### config.mk
export PLATFORM = sky130hd
export DESIGN_NAME = fourcc_list_parser_flat
export DESIGN_NICKNAME = d
export VERILOG_FILES = /design/src/sv/fcl_pkg.sv /design/src/sv/fcl_byte_if.sv /design/src/sv/fourcc_list_parser.sv /design/src/sv/fcl_front.sv /design/src/sv/fcl_queue.sv /design/src/sv/fcl_back.sv /design/src/flat_wrapper.sv
export SDC_FILE = /design/constraint.sdc
export NUM_CORES = 1
export LEC_CHECK = 0
export ABC_AREA = 1
export BUFFER_PORTS_ARGS = -buffer_cell sky130_fd_sc_hd__buf_2
export CORE_AREA = 5 5 149 151
export CTS_CLUSTER_SIZE = 40
export DETAILED_ROUTE_END_ITERATION = 8
export DIE_AREA = 0 0 154 156
export PLACE_DENSITY = 0.75
export RECOVER_POWER = 25
export SETUP_SLACK_MARGIN = 0.2
export SLEW_MARGIN = 20
export SYNTH_ARGS = -nofsm -noshare
export SYNTH_HDL_FRONTEND = slang
export SYNTH_SLANG_ARGS = --single-unit
### constraint.sdc
create_clock -name clk -period 3.3 [get_ports clk]
set_input_delay 0.33 -clock clk [delete_from_list [all_inputs] [get_ports clk]]
set_output_delay 0.33 -clock clk [all_outputs]
set_load 0.02 [all_outputs]
### src/sv/fcl_pkg.sv
// Package with the constants, types and result command format of the list parser.
`default_nettype none
package fcl_pkg;

  localparam int MAX_ENTRIES = 16;
  localparam int WANT_W      = $clog2(MAX_ENTRIES + 1);
  localparam int IDX_W       = 4;
  localparam int TOTAL_W     = 5;
  localparam int CODE_W      = 32;
  localparam int LEN_W       = 16;
  localparam logic [LEN_W-1:0] CODE_LEN = LEN_W'(4);

  localparam int QDEPTH = 4;
  localparam int QPTR_W = $clog2(QDEPTH);
  localparam int QCNT_W = $clog2(QDEPTH + 1);

  typedef enum logic [3:0] {
    PH_HEADER = 4'b0001,
    PH_LENGTH = 4'b0010,
    PH_CODE   = 4'b0100,
    PH_IDLE   = 4'b1000
  } phase_t;

  typedef struct packed {
    logic                 has_entry;
    logic [CODE_W-1:0]    code_word;
    logic [IDX_W-1:0]     entry_index;
    logic                 has_summary;
    logic [TOTAL_W-1:0]   entry_total;
    logic                 short_header;
  } fcl_cmd_t;

endpackage
`default_nettype wire

### src/sv/fcl_byte_if.sv
// Channel interfaces for the blob bytes and the parser results.
`default_nettype none
interface fcl_byte_if;
  logic       valid;
  logic       ready;
  logic [7:0] data_byte;
  logic       end_of_blob;
  modport source (output valid, output data_byte, output end_of_blob, input ready);
  modport sink (input valid, input data_byte, input end_of_blob, output ready);
endinterface

interface fcl_result_if;
  logic        valid;
  logic        ready;
  logic        kind;
  logic [31:0] code_word;
  logic [3:0]  entry_index;
  logic [4:0]  entry_total;
  logic        short_header;
  logic        final_result;
  modport source (output valid, output kind, output code_word, output entry_index,
                  output entry_total, output short_header, output final_result,
                  input ready);
  modport sink (input valid, input kind, input code_word, input entry_index,
                input entry_total, input short_header, input final_result,
                output ready);
endinterface
`default_nettype wire

### src/sv/fourcc_list_parser.sv
// Top level of the four-character-code list parser.
// The parser takes one blob byte per cycle on the blob channel and classifies it in the
// same cycle; a byte that completes an entry or ends the blob places a command in a
// four-deep queue, and the result stage turns each command into one or two results on
// the result channel. A byte that both completes an entry and ends the blob gives two
// results: the entry, then the summary. The blob channel stalls only while the queue is
// full, so the sustained rate is one byte per cycle as long as results are taken.
`default_nettype none
module fourcc_list_parser (
  input  wire logic    clk,
  input  wire logic    rst,
  fcl_byte_if.sink     blob,
  fcl_result_if.source result
);
  import fcl_pkg::*;

  fcl_cmd_t push_cmd;
  fcl_cmd_t head;
  logic     push;
  logic     pop;
  logic     full;
  logic     empty;

  fcl_front u_front (
    .clk  (clk),
    .rst  (rst),
    .blob (blob),
    .full (full),
    .push (push),
    .cmd  (push_cmd)
  );

  fcl_queue u_queue (
    .clk      (clk),
    .rst      (rst),
    .push     (push),
    .push_cmd (push_cmd),
    .pop      (pop),
    .full     (full),
    .empty    (empty),
    .head     (head)
  );

  fcl_back u_back (
    .clk    (clk),
    .rst    (rst),
    .empty  (empty),
    .head   (head),
    .pop    (pop),
    .result (result)
  );

  a_no_push_when_full: assert property (@(posedge clk) disable iff (rst)
    push |-> !full)
    else $error("command pushed into a full queue");

  a_no_pop_when_empty: assert property (@(posedge clk) disable iff (rst)
    pop |-> !empty)
    else $error("command popped from an empty queue");

  a_summary_follows_entry: assert property (@(posedge clk) disable iff (rst)
    (result.valid && result.ready && !result.kind && !result.final_result)
      |=> (result.valid && result.kind))
    else $error("entry without final mark not followed by its summary");

  a_summary_is_final: assert property (@(posedge clk) disable iff (rst)
    (result.valid && result.kind) |-> result.final_result)
    else $error("summary result without final mark");
endmodule
`default_nettype wire

### src/sv/fcl_front.sv
// Front end: takes blob bytes, tracks the parse state and issues result commands.
`default_nettype none
module fcl_front (
  input  wire logic      clk,
  input  wire logic      rst,
  fcl_byte_if.sink       blob,
  input  wire logic      full,
  output logic           push,
  output fcl_pkg::fcl_cmd_t cmd
);
  import fcl_pkg::*;

  phase_t              phase, phase_next;
  logic [1:0]          byte_position, byte_position_next;
  logic [WANT_W-1:0]   wanted_entries, wanted_entries_next;
  logic [WANT_W-1:0]   entries_done, entries_done_next;
  logic [23:0]         gather_register, gather_register_next;
  logic [7:0]          length_high, length_high_next;
  logic [CODE_W-1:0]   word;
  logic                accept;
  logic                emit_entry;

  assign blob.ready = !full;
  assign accept     = blob.valid && blob.ready;
  assign word       = {gather_register, blob.data_byte};

  always_comb begin
    phase_next           = phase;
    byte_position_next   = byte_position;
    wanted_entries_next  = wanted_entries;
    entries_done_next    = entries_done;
    gather_register_next = gather_register;
    length_high_next     = length_high;
    emit_entry           = 1'b0;
    unique case (phase)
      PH_HEADER: begin
        gather_register_next = word[23:0];
        byte_position_next   = byte_position + 2'd1;
        if (byte_position == 2'd3) begin
          wanted_entries_next  = (word > CODE_W'(MAX_ENTRIES)) ? WANT_W'(MAX_ENTRIES)
                                                              : word[WANT_W-1:0];
          gather_register_next = '0;
          phase_next = (wanted_entries_next != '0) ? PH_LENGTH : PH_IDLE;
        end
      end
      PH_LENGTH: begin
        if (byte_position == 2'd0) begin
          length_high_next   = blob.data_byte;
          byte_position_next = 2'd1;
        end else begin
          byte_position_next = 2'd0;
          phase_next = ({length_high, blob.data_byte} == CODE_LEN) ? PH_CODE : PH_IDLE;
        end
      end
      PH_CODE: begin
        gather_register_next = word[23:0];
        byte_position_next   = byte_position + 2'd1;
        if (byte_position == 2'd3) begin
          emit_entry           = 1'b1;
          entries_done_next    = entries_done + WANT_W'(1);
          gather_register_next = '0;
          phase_next = (entries_done_next < wanted_entries) ? PH_LENGTH : PH_IDLE;
        end
      end
      PH_IDLE: begin
      end
      default: begin
        phase_next = PH_HEADER;
      end
    endcase
  end

  always_comb begin
    cmd.has_entry    = emit_entry;
    cmd.code_word    = word;
    cmd.entry_index  = IDX_W'(entries_done);
    cmd.has_summary  = blob.end_of_blob;
    cmd.entry_total  = (phase_next == PH_HEADER) ? '0 : TOTAL_W'(entries_done_next);
    cmd.short_header = (phase_next == PH_HEADER);
  end

  assign push = accept && (emit_entry || blob.end_of_blob);

  always_ff @(posedge clk) begin
    if (rst) begin
      phase           <= PH_HEADER;
      byte_position   <= '0;
      wanted_entries  <= '0;
      entries_done    <= '0;
      gather_register <= '0;
      length_high     <= '0;
    end else if (accept) begin
      if (blob.end_of_blob) begin
        phase           <= PH_HEADER;
        byte_position   <= '0;
        wanted_entries  <= '0;
        entries_done    <= '0;
        gather_register <= '0;
        length_high     <= '0;
      end else begin
        phase           <= phase_next;
        byte_position   <= byte_position_next;
        wanted_entries  <= wanted_entries_next;
        entries_done    <= entries_done_next;
        gather_register <= gather_register_next;
        length_high     <= length_high_next;
      end
    end
  end
endmodule
`default_nettype wire

### src/sv/fcl_queue.sv
// Short command queue between the parser front end and the result stage.
`default_nettype none
module fcl_queue (
  input  wire logic              clk,
  input  wire logic              rst,
  input  wire logic              push,
  input  wire fcl_pkg::fcl_cmd_t push_cmd,
  input  wire logic              pop,
  output logic                   full,
  output logic                   empty,
  output fcl_pkg::fcl_cmd_t      head
);
  import fcl_pkg::*;

  fcl_cmd_t            slots [QDEPTH];
  logic [QPTR_W-1:0]   wr_ptr;
  logic [QPTR_W-1:0]   rd_ptr;
  logic [QCNT_W-1:0]   count;

  assign full  = (count == QCNT_W'(QDEPTH));
  assign empty = (count == '0);
  assign head  = slots[rd_ptr];

  always_ff @(posedge clk) begin
    if (push) begin
      slots[wr_ptr] <= push_cmd;
    end
  end

  always_ff @(posedge clk) begin
    if (rst) begin
      wr_ptr <= '0;
      rd_ptr <= '0;
      count  <= '0;
    end else begin
      if (push) begin
        wr_ptr <= wr_ptr + QPTR_W'(1);
      end
      if (pop) begin
        rd_ptr <= rd_ptr + QPTR_W'(1);
      end
      unique case ({push, pop})
        2'b10:   count <= count + QCNT_W'(1);
        2'b01:   count <= count - QCNT_W'(1);
        default: count <= count;
      endcase
    end
  end
endmodule
`default_nettype wire

### src/sv/fcl_back.sv
// Result stage: holds one command and sends its entry and summary results in order.
`default_nettype none
module fcl_back (
  input  wire logic              clk,
  input  wire logic              rst,
  input  wire logic              empty,
  input  wire fcl_pkg::fcl_cmd_t head,
  output logic                   pop,
  fcl_result_if.source           result
);
  import fcl_pkg::*;

  fcl_cmd_t cur;
  logic     cur_valid;
  logic     xfer;
  logic     last_of_cur;
  logic     free;

  assign xfer        = result.valid && result.ready;
  assign last_of_cur = !(cur.has_entry && cur.has_summary);
  assign free        = !cur_valid || (xfer && last_of_cur);
  assign pop         = free && !empty;

  assign result.valid        = cur_valid;
  assign result.kind         = !cur.has_entry;
  assign result.code_word    = cur.has_entry ? cur.code_word : '0;
  assign result.entry_index  = cur.has_entry ? cur.entry_index : '0;
  assign result.entry_total  = cur.has_entry ? '0 : cur.entry_total;
  assign result.short_header = cur.has_entry ? 1'b0 : cur.short_header;
  assign result.final_result = cur.has_entry ? !cur.has_summary : 1'b1;

  always_ff @(posedge clk) begin
    if (pop) begin
      cur <= head;
    end else if (xfer && !last_of_cur) begin
      cur.has_entry <= 1'b0;
    end
  end

  always_ff @(posedge clk) begin
    if (rst) begin
      cur_valid <= 1'b0;
    end else if (pop) begin
      cur_valid <= 1'b1;
    end else if (free) begin
      cur_valid <= 1'b0;
    end
  end
endmodule
`default_nettype wire

### src/flat_wrapper.sv
// flat-port wrapper written by rule: the top's interface ports become plain ports
module fourcc_list_parser_flat import fcl_pkg::*;
  (clk, rst, blob_valid, blob_data_byte, blob_end_of_blob, blob_ready, result_valid, result_kind, result_code_word, result_entry_index, result_entry_total, result_short_header, result_final_result, result_ready);
  fcl_byte_if blob_i ();
  fcl_result_if result_i ();
  input  wire logic clk;
  input  wire logic rst;
  input wire logic [$bits(blob_i.valid)-1:0] blob_valid;
  input wire logic [$bits(blob_i.data_byte)-1:0] blob_data_byte;
  input wire logic [$bits(blob_i.end_of_blob)-1:0] blob_end_of_blob;
  output wire logic [$bits(blob_i.ready)-1:0] blob_ready;
  output wire logic [$bits(result_i.valid)-1:0] result_valid;
  output wire logic [$bits(result_i.kind)-1:0] result_kind;
  output wire logic [$bits(result_i.code_word)-1:0] result_code_word;
  output wire logic [$bits(result_i.entry_index)-1:0] result_entry_index;
  output wire logic [$bits(result_i.entry_total)-1:0] result_entry_total;
  output wire logic [$bits(result_i.short_header)-1:0] result_short_header;
  output wire logic [$bits(result_i.final_result)-1:0] result_final_result;
  input wire logic [$bits(result_i.ready)-1:0] result_ready;
  assign blob_i.valid = blob_valid;
  assign blob_i.data_byte = blob_data_byte;
  assign blob_i.end_of_blob = blob_end_of_blob;
  assign blob_ready = blob_i.ready;
  assign result_valid = result_i.valid;
  assign result_kind = result_i.kind;
  assign result_code_word = result_i.code_word;
  assign result_entry_index = result_i.entry_index;
  assign result_entry_total = result_i.entry_total;
  assign result_short_header = result_i.short_header;
  assign result_final_result = result_i.final_result;
  assign result_i.ready = result_ready;
  fourcc_list_parser u_core (.clk(clk), .rst(rst), .blob(blob_i), .result(result_i));
endmodule
== Word-level counts from Yosys, hierarchy flattened ==
Memory sizes are Yosys's and may differ from the RTL's. A register that Yosys moved wholly into a read port is not among the register bits.
Index checks and enable logic that the tools add are counted.

* Register bits after elaboration: 100
* Bits in latches: 0
* RAM bits: 176
* Bits in read-only memories: 0
* Input bits: 13
* Output and inout bits: 46
* Word-level logic and storage cells: 108
* Memories kept: 1

{| class="wikitable"
|+ Memory list
! memory !! words !! bits a word !! rd ports !! clocked after Yosys merged registers in !! wr ports !! line !! RTL
|-
| u_core.u_queue.slots || 4 || 44 || 1 || 1 || 1 || fcl_queue.sv:15 || <nowiki>fcl_cmd_t slots [QDEPTH];</nowiki>
|}

* Add/subtract/negate cells: 6
* Multiply operators: 0
* Divide/modulo/power cells: 0
* Order comparisons: 2
* Equality and inequality tests: 10
* Shift operators: 0
* Mux-type cells: 41
* Bitwise gates (word level): 0
* Reductions and logical operators: 32

{| class="wikitable"
|+ Operators with widths
! kind !! number
|-
| $mux W24 || 3
|-
| $mux W5 || 9
|-
| $gt A32 B5 Y1 const B || 1
|-
| $mux W32 || 1
|-
| $mux W4 || 8
|-
| $mux W8 || 3
|-
| $eq A16 B3 Y1 const B || 1
|-
| $pmux W4 S4 || 1
|-
| $reduce_bool A2 Y1 || 8
|-
| $mux W1 || 11
|-
| $eq A4 B1 Y1 const B || 2
|-
| $logic_and A1 B1 Y1 || 7
|-
| $add A2 B1 Y2 const B || 3
|-
| $logic_not A1 Y1 || 6
|-
| $mux W2 || 3
|-
| $pmux W3 S2 || 1
|-
| $reduce_and A3 Y1 || 2
|-
| $add A5 B1 Y5 const B || 1
|-
| $lt A5 B5 Y1 || 1
|-
| $reduce_bool A5 Y1 || 1
|-
| $eq A2 B2 Y1 const B || 2
|-
| $eq A4 B2 Y1 const B || 1
|-
| $eq A4 B3 Y1 const B || 1
|-
| $eq A4 B4 Y1 const B || 1
|-
| other kinds (11) || 13
|}

== Depth between registers and ports, before layout ==
* Depth after elaboration: 8
* Mapped depth: 15
* Depth with buffers taken out: 15

== Cells and area by module ==
Synthesis repeated with hierarchy kept, for this count alone.

* Cell total of the unflattened synthesis: 985
* Area total of the unflattened synthesis: 11368.4 um2

{| class="wikitable"
|+ By module, submodules not included
! module !! times used !! cells an instance !! area each (um2) !! seq. area each (um2)
|-
| fcl_queue || 1 || 483 || 7051.8 || 5465.2
|-
| fcl_front || 1 || 356 || 2548.7 || 960.9
|-
| fcl_back || 1 || 146 || 1767.9 || 1341.3
|}

== Worst setup path after synthesis ==
Ideal clock, no wire load.

* Path kind: reg-to-reg
* From: reg u_core.u_front.byte_position[0]
* To: mem u_core.u_queue.slots[0][0] in the netlist's numbering (enable)
* Library setup time: 445 ps
* Arrival time: 2964 ps
* Required time: 2855 ps
* Slack: -110 ps
* Stages on the path, launching flop included: 7
* Path buffers: 1
* Clock period less this slack: 3410 ps
* Path through: dfxtp_1 ha_1 clkbuf_1 nand2_4 a21oi_2 inv_2 nor2_1

* Word-level cells in the longest chain between the ends: 7

{| class="wikitable"
|+ RTL lines
! element !! line !! RTL
|-
| start: declaration || fcl_front.sv:14 || <nowiki>logic [1:0] byte_position, byte_position_next;</nowiki>
|-
| start signal: assignment || fcl_front.sv:102 || <nowiki>byte_position <= byte_position_next;</nowiki>
|-
| $eq A2 B2 Y1 || fcl_front.sv:58 || <nowiki>if (byte_position == 2'd3) begin</nowiki>
|-
| $mux W1 || fcl_front.sv:58 ||
|-
| $mux W1 || fcl_front.sv:35 || <nowiki>unique case (phase)</nowiki>
|-
| $logic_or A1 B1 Y1 || fcl_front.sv:82 || <nowiki>assign push = accept && (emit_entry || blob.end_of_blob);</nowiki>
|-
| $logic_and A1 B1 Y1 || fcl_front.sv:82 ||
|-
| $mux W1 || fcl_queue.sv:25 || <nowiki>if (push) begin</nowiki>
|-
| $mux W1 (not written as such) || fcl_queue.sv:26 || <nowiki>slots[wr_ptr] <= push_cmd;</nowiki>
|-
| end: declaration || fcl_queue.sv:15 ||
|}

No other way between the ends.

== Worst setup path in the final report ==
* From: reg u_core.u_front.phase[1]
* To: mem u_core.u_queue.slots[3][19] in the netlist's numbering (enable)

* Word-level cells in the longest chain between the ends: 6

{| class="wikitable"
|+ RTL lines
! element !! line !! RTL
|-
| start: declaration || fcl_front.sv:13 || <nowiki>phase_t phase, phase_next;</nowiki>
|-
| start signal: assignment || fcl_front.sv:101 || <nowiki>phase <= phase_next;</nowiki>
|-
| $eq A4 B3 Y1 || fcl_front.sv:35 ||
|-
| $mux W1 || fcl_front.sv:35 ||
|-
| $logic_or A1 B1 Y1 || fcl_front.sv:82 ||
|-
| $logic_and A1 B1 Y1 || fcl_front.sv:82 ||
|-
| $mux W1 || fcl_queue.sv:25 ||
|-
| $mux W1 (not written as such) || fcl_queue.sv:26 ||
|}

No other way between the ends.

==> metrics.txt <==
outcome complete, no violations; number of remaining DRC errors 0; die area 0.0240 mm^2; Syn-to-layout area delta 13.6%; drt total wl between 20000 and 25000 um; GPL Wtd Cong 0.879; Avg Cell Area, Syn between 10 and 15 um^2; Diodes inserted 0; Cell variety after synth 38; average wire per standard cell 18.4 um; Leak Pwr between 4 and 5 nW; 1st-pass router iterations 5; Sink Count roughly 280; # setup viols final 0; setup bufs post-CTS 0; vias 7292; RSZ-0062 raised after global routing false; pin count of the biggest net entering global routing 89; post-detail-place hpwl approximately 15000 um; fin crit share 0.749; htree depth 1; Max-cap violations 0; share of layout cells above drive strength 1 0.162; Final nets around 1100; worst slew pin tran between 800 and 900 ps; startpoint types flip-flop; fmax 405 MHz; Setup CP Type reg2reg; Slew headroom 0.427; element type at the critical path end flip-flop; CTS tree yes; syn nets 1000; IO buf count between 50 and 60; root buf cell clkbuf_16; All-Layer GR Usage 0.201; Overall Power between 0.01 and 0.015 W; core area 0.0207 mm^2; flops & latches, synth roughly 280; worst reg2reg startpoint u_core.u_front.phase[1]; clock slew at reported path FFs 70 ps; hold_buf cts 0; antenna violations before repair 0; VDD IR max around 0.52 mV; die width approximately 150 um; largest fanout on the critical path 18; Clk Latency, worst-skew pair between 500 and 600 ps; Pins Over Slew Limit 0; clock skew 12.9 ps; post-cts resize count 0; Hold Startpoint blob_data_byte[5]; Die Y approximately 160 um; 1st-iter DRT viols 648; initial core utilization 0.543; Tmin final about 2500 ps; # IOs just under 60; Fin. Hold Viols 0; Required @ worst endpoint 3510 ps; sequential-to-total area share from yosys stat 0.691; Inserted Clock Buffers 26; grt total ovfl 0; vias per inst ~5.5; Syn. warnings 0; # rows 53; vias in the first global route 7159; launch point of the worst path u_core.u_front.phase[1]; synthesized cell area about 0.011 mm^2; Synth Instances slightly below 1000; PD cells around 830 mW/mm^2; pre-CTS setup slack 825 ps; CTS max path bufs 3; Arr. time, crit path 2680 ps; first-pass GRT wire length 38700 um; Min-Delay Path Class in2reg; antenna-violating nets left 0; final worst setup slack roughly 830 ps
==> cell type report <==
cell class	count	area, um^2
fill	1603	7920
sequential	278	7770
multi-input combinational	550	2900
clock buffer	34	712
timing repair buffer	73	429
inverter	98	378
tap	275	344
clock inverter	14	234
==> report_power, final <==
part	total [W]	leakage [nW]	switching, W	internal, W
Combinational	0.00274	1.80	0.00202	0.000722
Sequential	0.00458	2.54	0.000147	0.00444
Clock	0.00326	0.452	0.00126	0.00200
==> worst max-delay path, stage by stage, from the launching register on <==
cell and delay, ps:
dfxtp_1 360, inv_2 100, nand2_2 70, nor3_4 260, nand2_4 140, a21oi_2 210
inv_2 150, nor2_4 480, buf_4 370
==> metrics by stage <==
step	TNS (ps)	instance area, um^2	hold slack [ps]	instances	utilization
finish	0	12800	141	1322	0.617
global route	0	12800	122	1322	0.617
CTS	0	12800	39.7	1322	0.618
detailed placement	0	11800	457	1274	0.572
global placement	0	11800	453	1274	0.572
floorplan	-19330	11200	429	974	-
==> sequential cells by signal, summed over array words and instances (netlist names), named ones only <==
register,cells
u_core.u_queue.slots,176
u_core.u_back.cur,44
u_core.u_front.gather_register,24
u_core.u_front.length_high,8
u_core.u_front.entries_done,5
u_core.u_front.wanted_entries,5
u_core.u_front.phase,4
u_core.u_queue.count,3
u_core.u_front.byte_position,2
u_core.u_queue.rd_ptr,2
u_core.u_queue.wr_ptr,2
u_core.u_back.result.valid,1
==> layer usage <==
metal | vias to the layer above | GRT usage | part of all wire
met1 | 3505 | 0.282 | 0.43
li1 | 3494 | - | -
met3 | 44 | 0.0366 | 0.077
met2 | 249 | 0.326 | 0.47
met5 | - | 0 | 0
met4 | 0 | 0.0597 | 0.025
==> layout by cell type, fill, tap and decap left out, types with 4 or more instances in the layout <==
| cell | Yosys | layout |
|---|---|---|
| edfxtp_1 | 220 | 220 |
| nor2_1 | 164 | 160 |
| o21ai_0 | 107 | 107 |
| nand2_1 | 100 | 100 |
| inv_1 | 87 | 86 |
| dfxtp_1 | 58 | 57 |
| buf_2 | 8 | 49 |
| o22ai_1 | 46 | 46 |
| a21oi_1 | 27 | 27 |
| clkbuf_16 | 0 | 27 |
| nand3_2 | 17 | 17 |
| a21oi_2 | 17 | 17 |
| clkbuf_1 | 37 | 15 |
| nand3_1 | 12 | 12 |
| ha_1 | 12 | 12 |
| buf_4 | 0 | 12 |
| inv_2 | 7 | 8 |
| a32oi_1 | 8 | 8 |
| o21ai_1 | 6 | 6 |
| bufinv_16 | 0 | 6 |
| nor2_4 | 1 | 5 |
| nand4_1 | 5 | 5 |
| nand2_4 | 4 | 4 |
==> cell usage after synthesis, drive strengths merged <==
cell,count,area [um^2]
edfxtp,220,6610
nor2,167,639
o21ai,115,583
nand2,107,439
inv,95,362
dfxtp,58,1160
o22ai,46,288
a21oi,44,284
clkbuf,37,139
nand3,29,230
ha,12,150
buf,11,83.8
a32oi,8,70.1
nand4,5,31.3
nor3,5,52.6
clkinv,3,12.5
nor4,3,18.8
xor2,3,26.3
mux2i,2,20.0
or2,2,12.5
a2bb2oi,1,8.76
fa,1,20.0
==> cell families (layout without fill, tap and decap cells) <==
logic type	Yosys count	count (layout)	share of synthesized area
and+or+nand+nor	318	318	0.127
DFF	278	278	0.691
AOI/OAI and AO/OA	214	214	0.110
buffers and inverters	146	219	0.0531
adders and majority gates	13	13	0.0151
xor gates and xnor gates	3	3	0.00234
muxes	2	2	0.00178
==> final timing paths <==
path                                            to  slack, ps  cells past startpoint
setup reg to reg       u_core.u_queue.slots[3][19]        830                      8
setup / recovery       u_core.u_queue.slots[3][19]        830                      8
hold reg to reg   u_core.u_front.wanted_entries[4]        470                      2
hold / removal         u_core.u_queue.slots[3][16]        140                      1
Power figures use the tool's default switching activity.
